`src/rtl/core/pmbp_pkg.sv`:
```
// shared types, widths and constants of the mono mix block packer
// used by the mixer, the block buffer and the top level; no dependencies
package pmbp_pkg;

	localparam int NUM_CH_MAX  = 8;
	localparam int BLK_SAMPLES = 12;
	localparam int BLK_BYTES   = 16;
	localparam int HDR_BYTES   = 4;

	localparam int SAMPLE_W = 16;
	localparam int SUM_W    = 20;
	localparam int MAG_W    = 19;
	localparam int RECIP_W  = 21;
	localparam int RECIP_SH = 20;
	localparam int CH_W     = 4;
	localparam int SEEN_W   = 3;
	localparam int FILL_W   = 4;
	localparam int POS_W    = 4;
	localparam int BYTE_W   = 8;

	localparam logic [7:0] LOOP_BYTE  = 8'hFF;
	localparam logic [7:0] FINAL_BYTE = 8'h04;

	// register indexes on the configuration port
	localparam logic [1:0] REG_WIDTH_MODE = 2'd0;
	localparam logic [1:0] REG_CHANNELS   = 2'd1;
	localparam logic [1:0] REG_LOOP       = 2'd2;

	typedef struct packed {
		logic              done;
		logic              byte_valid;
		logic [BYTE_W-1:0] mono_byte;
	} mix_res_t;

	typedef struct packed {
		logic busy;
		logic done;
	} emit_stat_t;

	// floor(2^RECIP_SH / n) for the channel counts in use
	function automatic logic [RECIP_W-1:0] recip(input logic [CH_W-1:0] n);
		logic [RECIP_W-1:0] r;
		case (n)
			4'd1: r = 21'd1048576;
			4'd2: r = 21'd524288;
			4'd3: r = 21'd349525;
			4'd4: r = 21'd262144;
			4'd5: r = 21'd209715;
			4'd6: r = 21'd174762;
			4'd7: r = 21'd149796;
			4'd8: r = 21'd131072;
			default: r = 21'd1048576;
		endcase
		return r;
	endfunction

endpackage

```
`src/rtl/core/pmbp_mixer.sv`:
```
// frame accumulator and divide-by-channel-count pipeline, one mono byte per frame
// depends on pmbp_pkg
module pmbp_mixer import pmbp_pkg::*; (
	input  logic                clk,
	input  logic                arst_n,
	input  logic                start,
	input  logic                clear,
	input  logic [SAMPLE_W-1:0] sample,
	input  logic                wide_mode,
	input  logic [CH_W-1:0]     n_eff,
	output mix_res_t            res
);

	logic [SUM_W-1:0]  frame_sum_q;
	logic [SEEN_W-1:0] seen_q;

	logic [SAMPLE_W-1:0] s16;
	logic [SUM_W-1:0]    sum_new;
	logic [CH_W-1:0]     seen_new;
	logic                complete;

	assign s16      = wide_mode ? sample : {~sample[7], sample[6:0], 8'h00};
	assign sum_new  = frame_sum_q + {{(SUM_W-SAMPLE_W){s16[SAMPLE_W-1]}}, s16};
	assign seen_new = {1'b0, seen_q} + CH_W'(1);
	assign complete = seen_new >= n_eff;

	always_ff @(posedge clk or negedge arst_n) begin
		if (!arst_n) begin
			frame_sum_q <= '0;
			seen_q      <= '0;
		end else if (clear) begin
			frame_sum_q <= '0;
			seen_q      <= '0;
		end else if (start) begin
			if (complete) begin
				frame_sum_q <= '0;
				seen_q      <= '0;
			end else begin
				frame_sum_q <= sum_new;
				seen_q      <= seen_new[SEEN_W-1:0];
			end
		end
	end

	// stage 1: completed frame sum
	logic             valid_s1, cmp_s1;
	logic [SUM_W-1:0] sum_s1;
	logic [CH_W-1:0]  n_s1;

	// stage 2: magnitude and quotient estimate
	logic             valid_s2, cmp_s2, neg_s2;
	logic [MAG_W-1:0] mag_s2, q0_s2;
	logic [CH_W-1:0]  n_s2;

	// stage 3: result
	logic              valid_s3, cmp_s3;
	logic [BYTE_W-1:0] byte_s3;

	logic [SUM_W-1:0]         abs_sum;
	logic [MAG_W+RECIP_W-1:0] prod;
	logic [MAG_W+CH_W-1:0]    qn;
	logic [MAG_W-1:0]         rem, q_fix, mono;

	assign abs_sum = sum_s1[SUM_W-1] ? (~sum_s1 + SUM_W'(1)) : sum_s1;
	assign prod    = abs_sum[MAG_W-1:0] * recip(n_s1);

	// estimate is at most one short, one compare fixes it
	assign qn    = q0_s2 * n_s2;
	assign rem   = mag_s2 - qn[MAG_W-1:0];
	assign q_fix = q0_s2 + MAG_W'(rem >= {{(MAG_W-CH_W){1'b0}}, n_s2});
	assign mono  = neg_s2 ? (~q_fix + MAG_W'(1)) : q_fix;

	always_ff @(posedge clk or negedge arst_n) begin
		if (!arst_n) begin
			valid_s1 <= 1'b0;
			valid_s2 <= 1'b0;
			valid_s3 <= 1'b0;
		end else begin
			valid_s1 <= start & ~clear;
			valid_s2 <= valid_s1;
			valid_s3 <= valid_s2;
		end
	end

	always_ff @(posedge clk) begin
		sum_s1  <= sum_new;
		cmp_s1  <= complete;
		n_s1    <= n_eff;
		neg_s2  <= sum_s1[SUM_W-1];
		mag_s2  <= abs_sum[MAG_W-1:0];
		q0_s2   <= prod[RECIP_SH+MAG_W-1:RECIP_SH];
		n_s2    <= n_s1;
		cmp_s2  <= cmp_s1;
		cmp_s3  <= cmp_s2;
		// floor shift by 8 of a truncated quotient
		byte_s3 <= mono[15:8];
	end

	assign res.done       = valid_s3;
	assign res.byte_valid = valid_s3 & cmp_s3;
	assign res.mono_byte  = byte_s3;

endmodule

```
`src/rtl/core/pmbp_block_buf.sv`:
```
// twelve-entry mono byte memory with fill count, block emission and output register
// depends on pmbp_pkg
module pmbp_block_buf import pmbp_pkg::*; (
	input  logic              clk,
	input  logic              arst_n,
	input  logic              wr_en,
	input  logic [BYTE_W-1:0] wr_data,
	input  logic              emit_start,
	input  logic              emit_final,
	input  logic              loop_en,
	output logic [FILL_W-1:0] fill,
	output emit_stat_t        stat,
	output logic              m_tvalid,
	input  logic              m_tready,
	output logic [7:0]        m_tdata,  // out_byte
	output logic [4:0]        m_tuser,  // [3:0] byte_position, [4] final_block
	output logic              m_tlast   // last_of_block
);

	logic [BYTE_W-1:0] mem [BLK_SAMPLES];

	logic [FILL_W-1:0] fill_q;
	logic              emit_q, ld_q, final_q;
	logic [POS_W-1:0]  pos_q;
	logic [BYTE_W-1:0] rd_data_s1;

	logic              slot_free, load, last_pos;
	logic [POS_W-1:0]  rel;
	logic [BYTE_W-1:0] byte_sel;

	assign rel       = pos_q - POS_W'(HDR_BYTES);
	assign slot_free = ~m_tvalid | m_tready;
	assign load      = emit_q & ld_q & slot_free;
	assign last_pos  = pos_q == POS_W'(BLK_BYTES-1);

	always_comb begin
		case (pos_q)
			POS_W'(0): byte_sel = loop_en ? LOOP_BYTE : 8'h00;
			POS_W'(1): byte_sel = final_q ? FINAL_BYTE : 8'h00;
			POS_W'(2), POS_W'(3): byte_sel = 8'h00;
			// entries beyond the fill count read as zero padding
			default: byte_sel = (rel < fill_q) ? rd_data_s1 : 8'h00;
		endcase
	end

	always_ff @(posedge clk) begin
		if (wr_en)
			mem[fill_q] <= wr_data;
		if (emit_q & ~ld_q)
			rd_data_s1 <= mem[(pos_q >= POS_W'(HDR_BYTES)) ? rel : '0];
	end

	always_ff @(posedge clk or negedge arst_n) begin
		if (!arst_n) begin
			fill_q  <= '0;
			emit_q  <= 1'b0;
			ld_q    <= 1'b0;
			final_q <= 1'b0;
			pos_q   <= '0;
		end else begin
			if (load & last_pos)
				fill_q <= '0;
			else if (wr_en)
				fill_q <= fill_q + FILL_W'(1);

			if (emit_start) begin
				emit_q  <= 1'b1;
				ld_q    <= 1'b0;
				final_q <= emit_final;
				pos_q   <= '0;
			end else if (emit_q) begin
				if (!ld_q)
					ld_q <= 1'b1;
				else if (load) begin
					ld_q  <= 1'b0;
					pos_q <= pos_q + POS_W'(1);
					if (last_pos)
						emit_q <= 1'b0;
				end
			end
		end
	end

	always_ff @(posedge clk or negedge arst_n) begin
		if (!arst_n)
			m_tvalid <= 1'b0;
		else if (load)
			m_tvalid <= 1'b1;
		else if (m_tready)
			m_tvalid <= 1'b0;
	end

	always_ff @(posedge clk) begin
		if (load) begin
			m_tdata <= byte_sel;
			m_tuser <= {final_q, pos_q};
			m_tlast <= last_pos;
		end
	end

	assign fill      = fill_q;
	assign stat.busy = emit_q;
	assign stat.done = load & last_pos;

endmodule

```
`src/rtl/core/pcm_mono_mix_block_packer_unit.sv`:
```
// Mixes interleaved PCM channel samples (16-bit signed or 8-bit unsigned) into one
// signed mono byte per frame and sends every twelve bytes in a 16-byte block that starts
// with a 4-byte header. Each channel sample passes through the mixer pipeline
// (accumulate, reciprocal multiply, quotient correction) and a decision step before
// the next one is taken. In a block burst each of the 16 bytes needs a memory read
// and then an output load, and stalls on the output side hold the burst back.
// No input transfer is taken while a block is being sent. End of stream pads the
// pending bytes with zeros, marks the block final and drops an unfinished frame.
// depends on pmbp_pkg, pmbp_mixer, pmbp_block_buf
module pcm_mono_mix_block_packer_unit import pmbp_pkg::*; (
	input  logic        clk,
	input  logic        arst_n,
	input  logic        psel,
	input  logic        penable,
	input  logic        pwrite,
	input  logic [3:0]  paddr,
	input  logic [31:0] pwdata,
	output logic [31:0] prdata,
	output logic        pready,
	input  logic        s_tvalid,
	output logic        s_tready,
	input  logic [15:0] s_tdata,   // sample_raw
	input  logic        s_tlast,   // last_of_stream
	output logic        m_tvalid,
	input  logic        m_tready,
	output logic [7:0]  m_tdata,   // out_byte
	output logic [4:0]  m_tuser,   // [3:0] byte_position, [4] final_block
	output logic        m_tlast    // last_of_block
);

	localparam logic [1:0] S_IDLE      = 2'd0;
	localparam logic [1:0] S_EMIT_HELD = 2'd1;
	localparam logic [1:0] S_MIX       = 2'd2;
	localparam logic [1:0] S_EMIT_END  = 2'd3;

	logic [1:0] state_q;

	logic            width_mode_q, loop_en_q;
	logic [CH_W-1:0] channels_q;
	logic [CH_W-1:0] n_eff;

	logic [SAMPLE_W-1:0] raw_q;
	logic                last_q;

	logic              accept, cfg_wr;
	logic              mix_start, mix_clear;
	logic              emit_start, emit_final;
	logic [FILL_W-1:0] fill, fill_next;
	mix_res_t          mix;
	emit_stat_t        emit;

	assign pready = 1'b1;
	assign cfg_wr = psel & penable & pwrite & pready;

	always_ff @(posedge clk or negedge arst_n) begin
		if (!arst_n) begin
			width_mode_q <= 1'b1;
			channels_q   <= CH_W'(1);
			loop_en_q    <= 1'b1;
		end else if (cfg_wr) begin
			case (paddr[3:2])
				REG_WIDTH_MODE: width_mode_q <= pwdata[0];
				REG_CHANNELS:   channels_q   <= pwdata[CH_W-1:0];
				REG_LOOP:       loop_en_q    <= pwdata[0];
				default: ;
			endcase
		end
	end

	always_comb begin
		case (paddr[3:2])
			REG_WIDTH_MODE: prdata = {31'd0, width_mode_q};
			REG_CHANNELS:   prdata = {{(32-CH_W){1'b0}}, channels_q};
			REG_LOOP:       prdata = {31'd0, loop_en_q};
			default:        prdata = 32'd0;
		endcase
	end

	always_comb begin
		if (channels_q == '0)
			n_eff = CH_W'(1);
		else if (channels_q > CH_W'(NUM_CH_MAX))
			n_eff = CH_W'(NUM_CH_MAX);
		else
			n_eff = channels_q;
	end

	assign s_tready  = state_q == S_IDLE;
	assign accept    = s_tvalid & s_tready;
	assign fill_next = fill + FILL_W'(mix.byte_valid);

	always_comb begin
		mix_start  = 1'b0;
		mix_clear  = 1'b0;
		emit_start = 1'b0;
		emit_final = 1'b0;
		case (state_q)
			S_IDLE: begin
				if (accept) begin
					// a held full block goes out first, final if this is the last sample
					if (fill == FILL_W'(BLK_SAMPLES)) begin
						emit_start = 1'b1;
						emit_final = s_tlast;
					end else
						mix_start = 1'b1;
				end
			end
			S_EMIT_HELD: begin
				if (emit.done) begin
					if (last_q)
						mix_clear = 1'b1;
					else
						mix_start = 1'b1;
				end
			end
			S_MIX: begin
				if (mix.done) begin
					if (last_q) begin
						mix_clear  = 1'b1;
						emit_start = fill_next != '0;
						emit_final = 1'b1;
					end else if (fill_next == FILL_W'(BLK_SAMPLES) && n_eff == CH_W'(1))
						emit_start = 1'b1;
				end
			end
			default: ;
		endcase
	end

	always_ff @(posedge clk or negedge arst_n) begin
		if (!arst_n)
			state_q <= S_IDLE;
		else begin
			case (state_q)
				S_IDLE: begin
					if (accept)
						state_q <= emit_start ? S_EMIT_HELD : S_MIX;
				end
				S_EMIT_HELD: begin
					if (emit.done)
						state_q <= last_q ? S_IDLE : S_MIX;
				end
				S_MIX: begin
					if (mix.done)
						state_q <= emit_start ? S_EMIT_END : S_IDLE;
				end
				S_EMIT_END: begin
					if (emit.done)
						state_q <= S_IDLE;
				end
				default: state_q <= S_IDLE;
			endcase
		end
	end

	always_ff @(posedge clk) begin
		if (accept) begin
			raw_q  <= s_tdata;
			last_q <= s_tlast;
		end
	end

	pmbp_mixer u_mixer (
		.clk       (clk),
		.arst_n    (arst_n),
		.start     (mix_start),
		.clear     (mix_clear),
		.sample    ((state_q == S_IDLE) ? s_tdata : raw_q),
		.wide_mode (width_mode_q),
		.n_eff     (n_eff),
		.res       (mix)
	);

	pmbp_block_buf u_buf (
		.clk        (clk),
		.arst_n     (arst_n),
		.wr_en      (mix.byte_valid),
		.wr_data    (mix.mono_byte),
		.emit_start (emit_start),
		.emit_final (emit_final),
		.loop_en    (loop_en_q),
		.fill       (fill),
		.stat       (emit),
		.m_tvalid   (m_tvalid),
		.m_tready   (m_tready),
		.m_tdata    (m_tdata),
		.m_tuser    (m_tuser),
		.m_tlast    (m_tlast)
	);

	// a byte is never appended to a full buffer
	a_no_overfill: assert property (@(posedge clk) disable iff (!arst_n)
		mix.byte_valid |-> fill < FILL_W'(BLK_SAMPLES))
		else $error("mono byte written into a full block buffer");

	// an emission is only started when none is running
	a_emit_idle: assert property (@(posedge clk) disable iff (!arst_n)
		emit_start |-> !emit.busy)
		else $error("block emission restarted while busy");

	// mixer results only arrive while waiting for them
	a_mix_expected: assert property (@(posedge clk) disable iff (!arst_n)
		mix.done |-> state_q == S_MIX)
		else $error("mixer result outside the mix state");

	// the buffer is empty once a block has gone out
	a_fill_cleared: assert property (@(posedge clk) disable iff (!arst_n)
		emit.done |=> fill == '0)
		else $error("fill count not cleared after block emission");

endmodule

```
`config.mk`:
```
export PLATFORM = sky130hd
export DESIGN_NAME = pcm_mono_mix_block_packer_unit
export DESIGN_NICKNAME = d
export VERILOG_FILES = /design/src/rtl/core/pmbp_pkg.sv /design/src/rtl/core/pmbp_mixer.sv /design/src/rtl/core/pmbp_block_buf.sv /design/src/rtl/core/pcm_mono_mix_block_packer_unit.sv
export SDC_FILE = /design/constraint.sdc
export NUM_CORES = 1
export LEC_CHECK = 0
export BUFFER_PORTS_ARGS = -buffer_cell sky130_fd_sc_hd__buf_2
export CAP_MARGIN = 20
export CORE_MARGIN = 4
export CORE_UTILIZATION = 64
export CTS_CLUSTER_SIZE = 10
export DETAILED_ROUTE_END_ITERATION = 8
export PLACE_DENSITY = 0.82
export SETUP_SLACK_MARGIN = 0.1
export SLEW_MARGIN = 20
export SYNTH_ARGS = -nofsm -noshare
export SYNTH_HDL_FRONTEND = slang
export SYNTH_SLANG_ARGS = --single-unit
export TNS_END_PERCENT = 100
```
`constraint.sdc`:
```
create_clock -name clk -period 8.65 [get_ports clk]
set_input_delay 0.865 -clock clk [delete_from_list [all_inputs] [get_ports clk]]
set_output_delay 0.865 -clock clk [all_outputs]
set_load 0.01 [all_outputs]
```
* Yosys cells after proc, flatten, opt, wreduce, memory -nomap -nowiden *
Memory sizes are Yosys's and may differ from the RTL's. A register that Yosys moved wholly into a read port is not among the register bits.
Cells that the tools add are included.
Widths: inputs -> output; s select.

cells by class
  multiplexer cells = 63
  multipliers = 2
  bitwise gates (word level) = 16
  $add $sub $neg = 10
  equality and inequality tests = 16
  $lt $le $gt $ge = 5
  reduce and logical (&&, ||, !) cells = 18

operator list
  cell                   number
  $mux 20                3
  $mux 16                3
  $mul 19x21->39         1
  $mux 4                 9
  $mux 1                 27
  $pmux 8 s3             1
  $add 20x20->20         1
  $add 19x1->19 const B  1
  $ge 19x4->1            1
  $mul 19x4->19          1
  $mux 19                1
  $not 19->19            1
  $sub 19x19->19         1
  $add 16x1->16          1
  $add 16x1->16 const B  1
  $mux 8                 2
  $not 16->16            1
  $mux 2                 7
  $eq 4x4->1 const B     3
  $mux 3                 4
  $pmux 4 s3             1
  $reduce_bool 2->1      6
  $and 1x1->1            9
  $add 4x1->4 const B    2
  25 further kinds       42

storage, ports and cells
  memory bits (writable) = 96
  bits in registers = 155
  input port bits = 60
  output and inout port bits = 49
  bits in read-only memories = 336
  memories = 2

memory list
  name             depth  width  rd ports  clocked after memory_dff  write ports  RTL line              source
  (no name shown)  16     21     1         1                         0            pmbp_pkg.sv:43        case (n)
  u_buf.mem        12     8      1         1                         1            pmbp_block_buf.sv:20  logic [BYTE_W-1:0] mem [BLK_SAMPLES];

* Logic depth before layout (Yosys ltp) *
  depth in word-level cells = 12
  depth in mapped cells = 31

* Cells and area by module *
A second synthesis with hierarchy kept.

unflattened totals
  cells, all modules = 2,465
  area, all modules = 25,440.6 um^2

by module, submodules not included
  module                          sequential area each (um^2)  cells each  instances  area each (um^2)
  pmbp_mixer                      2,452.4                      1,992       1          18,416.4
  pmbp_block_buf                  3,843.7                      332         1          5,449.0
  pcm_mono_mix_block_packer_unit  714.4                        141         1          1,575.3

* Worst setup path after synthesis *
Ideal clock, no wire load.

  path type = flip-flop to flip-flop
  start = register u_mixer.sum_s1[2]
  end = register u_mixer.q0_s2[18]
  clock period less this slack = 7.086 ns
  stages on the path, launching flop included = 29
  required time = 8.520 ns
  library setup time = 0.130 ns
  path slack = 1.564 ns
  arrival = 6.956 ns
  cells stage by stage = dfxtp_1 nor3_1 nand3_1 nor2_1 nand2_1 o41ai_1 nand3_1 xor2_1 clkbuf_1 nand2_1 fa_1 inv_1 fa_1 fa_1 fa_1 inv_1 fa_1 inv_1 fa_1 ha_1 and2_1 o2111ai_1 o211ai_1 a21oi_1 or3_1 a21bo_1 a21oi_1 o31a_1 nand4_1

between the ends
  longest elaborated chain between the ends = 4

ends and longest elaborated chain
  what                      RTL line          source
  start: declaration        pmbp_mixer.sv:47  logic [SUM_W-1:0] sum_s1;
  start signal: assignment  pmbp_mixer.sv:86  sum_s1 <= sum_new;
  $not 19->19               pmbp_mixer.sv:64  assign abs_sum = sum_s1[SUM_W-1] ? (~sum_s1 + SUM_W'(1)) : sum_s1;
  $add 19x1->19             pmbp_mixer.sv:64
  $mux 19                   pmbp_mixer.sv:64
  net u_mixer.abs_sum[17]   pmbp_mixer.sv:59  logic [SUM_W-1:0] abs_sum;
  $mul 19x21->39            pmbp_mixer.sv:65  assign prod = abs_sum[MAG_W-1:0] * recip(n_s1);
  net u_mixer.prod[38]      pmbp_mixer.sv:60  logic [MAG_W+RECIP_W-1:0] prod;
  end signal: assignment    pmbp_mixer.sv:91  q0_s2 <= prod[RECIP_SH+MAG_W-1:RECIP_SH];
  end: declaration          pmbp_mixer.sv:52  logic [MAG_W-1:0] mag_s2, q0_s2;

The timed path passes the listed nets, and every way through them passes these cells.
A chain may end at the register's enable or synchronous reset.

* Final worst setup path *
  start = register u_mixer.sum_s1[0]
  end = register u_mixer.q0_s2[18]

between the ends
  longest elaborated chain between the ends = 4

ends and longest elaborated chain
  what                  RTL line
  $not 19->19           pmbp_mixer.sv:64
  $add 19x1->19         pmbp_mixer.sv:64
  $mux 19 (*)           pmbp_mixer.sv:64
  $mul 19x21->39 (*)    pmbp_mixer.sv:65
  net u_mixer.prod[38]  pmbp_mixer.sv:60

The timed path passes the listed nets; every way through them passes the cells marked *.

==> metrics.cfg <==
[timing]
min_period_ns = 8.049
max_freq_mhz = 124.2
skew_ns = 0.02779
rsz0062_at_grt = false
post-route-period-util = 0.9305
fin_ws_ns = 0.6008
final_hold_viol_count = 0
worstMarginPinSlew_ns = 0.9870
tns_ns = 0
slew_headroom = 0.3413
drv_slew = 0
setup_viol = 0

[clock_network]
cts_buffer_depth = 3
clk_pin_slew_ns = 0.06
tritoncts = built
root_buffer = clkbuf_16
cts_sinks = 271
cts_buffers = 34
cts_max_level = 2
clkLatencyLatePin_ns = 0.54

[detailed_routing]
drt-pass1-iter-count = 6
drt-initial-drc-count = 1471
drc = 0
postRouteAntennaNets = 0
via_per_inst = 5.734
routed_wl_um = 59710
routedWlPerCell_um = 19.31
vias = 17730

[global_route]
grt_pass1_wl_um = 98100
antenna_found_initial = 1
grt_start_max_net_pins = 49
first_global_vias = 18950
grt_overflow = 0
grt_usage = 0.2903

[yosys]
synth_area_per_cell_um2 = 10.05
yosysMostFrequentCell = inv_1
synthFlopType = edfxtp_1
synth.top_cells.by_area = fa_1 (28%), edfxtp_1 (16%), ha_1 (9.6%), inv_1 (7.2%), dfxtp_1 (7.1%)
synth_top_area_cell = fa_1
synthCells = 2520
synth_common_cells = inv_1 (487), fa_1 (350), nand2_1 (306)
ys_ff_latch = 271
async_flop_share = 0.1697
syn_area_um2 = 25340
synth_top_area_share = 0.2766
ys_warn_count = 0
synth_edf_count = 135
ys_seq_area_frac = 0.2767
synth.distinct_cells = 73

[floorplanning]
fp.coreArea_um2 = 38920
die_x_um = 207.0
dieArea_um2 = 42830
io_pins = 109
row_count = 72
fp.dieH_um = 207.0
start_util = 0.6510

[setup_path]
crit_required_ns = 9.06
worstPathArrival_ns = 8.46
worstSetupPathType = reg -> reg
worstSetupEndpointType = register
cpPeakStageDelay_ns = 0.84
reg2reg_slack_ns = 0.60
start_kind = register
worstPathMaxFanout = 16
cpMaxStageDelayCell = dfxtp_1

[job]
cap_violations = 0

[placed_design]
routabilityCongestion = 1.035
place_ws_ns = 0.5154
io_buffers = 49
dp_hpwl_um = 47140

[finish]
final_nets = 3152
layout-drive-gt1-share = 0.06454
syn_to_final_growth_pct = 6.973

[status]
status = finished clean

[hold_path]
min_path_type = reg -> reg

timing repair:
action                                  in CTS  in global routing
gates resized for setup                      0                  1
hold buffers                                 0                  0
endpoints found under the setup margin       0                  3
setup buffers                                0                  0
placed cells by master, fill, tap and decap left out, types with 31 or more instances in the layout:
master / Yosys / routed
clkbuf_16: 0 / 34
nor2_1: 66 / 65
edfxtp_1: 135 / 135
ha_1: 195 / 195
dfrtp_1: 43 / 42
a211oi_1: 31 / 31
inv_1: 487 / 487
nand2_1: 306 / 306
a21oi_1: 53 / 53
o21ai_0: 35 / 35
xnor2_1: 71 / 71
and2_1: 133 / 133
buf_2: 1 / 48
fa_1: 350 / 350
dfxtp_1: 90 / 90
nand3_1: 31 / 31
buf_4: 33 / 35
through the flow:
step | util | hold slack [ns] | cells | instance area (um^2)
2_1_floorplan | - | 0.3096 | 2547 | 25440
3_3_place_gp | 0.6685 | 0.3107 | 3029 | 26020
3_5_place_dp | 0.6686 | 0.3121 | 3029 | 26020
4_1_cts | 0.6959 | 0.3190 | 3090 | 27080
5_1_grt | 0.6963 | 0.3267 | 3090 | 27100
6_report | 0.6964 | 0.3204 | 3092 | 27100
worst paths after layout:
path                                         from                      end  depth (start not counted)
worst max-delay path            u_mixer.sum_s1[0]        u_mixer.q0_s2[18]                         26
worst min-delay path              u_mixer.n_s1[2]          u_mixer.n_s2[2]                          0
worst max register to register  u_mixer.sum_s1[0]        u_mixer.q0_s2[18]                         26
worst min register to register    u_mixer.n_s1[2]          u_mixer.n_s2[2]                          0
max in group asynchronous                  arst_n           u_buf.pos_q[0]                          1
min in group asynchronous                  arst_n  u_mixer.frame_sum_q[13]                          1
final cells by class:
cell class | count | area [um^2]
fill | 2819 | 11820
inverter | 501 | 1881
multi-input combinational | 1656 | 15990
clock inverter | 5 | 106.4
antenna | 2 | 5.005
timing repair buffer | 83 | 503.0
tap | 518 | 648.1
sequential | 271 | 7012
clock buffer | 56 | 953.4
metal layers:
metal  vias to the layer above  global-route usage  wire (um)
met5                         -                   0          0
met4                         0             0.09419       1918
met3                       152             0.05484       4619
met2                       699              0.4959      29260
met1                      8837              0.3788      23910
li1                       8040                   -          -
registers in the layout, indices dropped and copies added (netlist names), 2 cells and up, named ones only:
| signal | count |
|---|---|
| u_buf.mem | 96 |
| u_mixer.frame_sum_q | 20 |
| u_mixer.sum_s1 | 20 |
| u_mixer.mag_s2 | 19 |
| u_mixer.q0_s2 | 19 |
| raw_q | 16 |
| u_buf.m_tdata | 8 |
| u_buf.rd_data_s1 | 8 |
| u_mixer.byte_s3 | 8 |
| u_buf.m_tuser | 5 |
| channels_q | 4 |
| u_buf.fill | 4 |
| u_buf.pos_q | 4 |
| u_mixer.n_s1 | 4 |
| u_mixer.n_s2 | 4 |
| u_mixer.seen_q | 3 |
| state_q | 2 |
cell families after synthesis:
kind of cell    count (synthesis)  synth area share
flops                         271            0.2767
simple gates                  650            0.1226
xor+xnor                       95           0.03284
buf+inv                       620           0.09679
fa+ha+maj                     545            0.3729
other cells                     2         0.0002964
mux                            44           0.01822
compound gates                293           0.07971
worst max-delay path, delay by kind of cell, from the launching register on:
family                   cells  cell delay [ns]
AO/OA/AOI/OAI                5             0.96
XOR/XNOR                     1             0.67
adder cells (fa/ha/maj)      8             3.66
buffers and inverters        7             0.86
flip-flops                   1             0.84
AND/OR/NAND/NOR              5             0.95
Power is not shown: default switching activity piles up to over one toggle a cycle in this logic, so the estimate is an artifact.
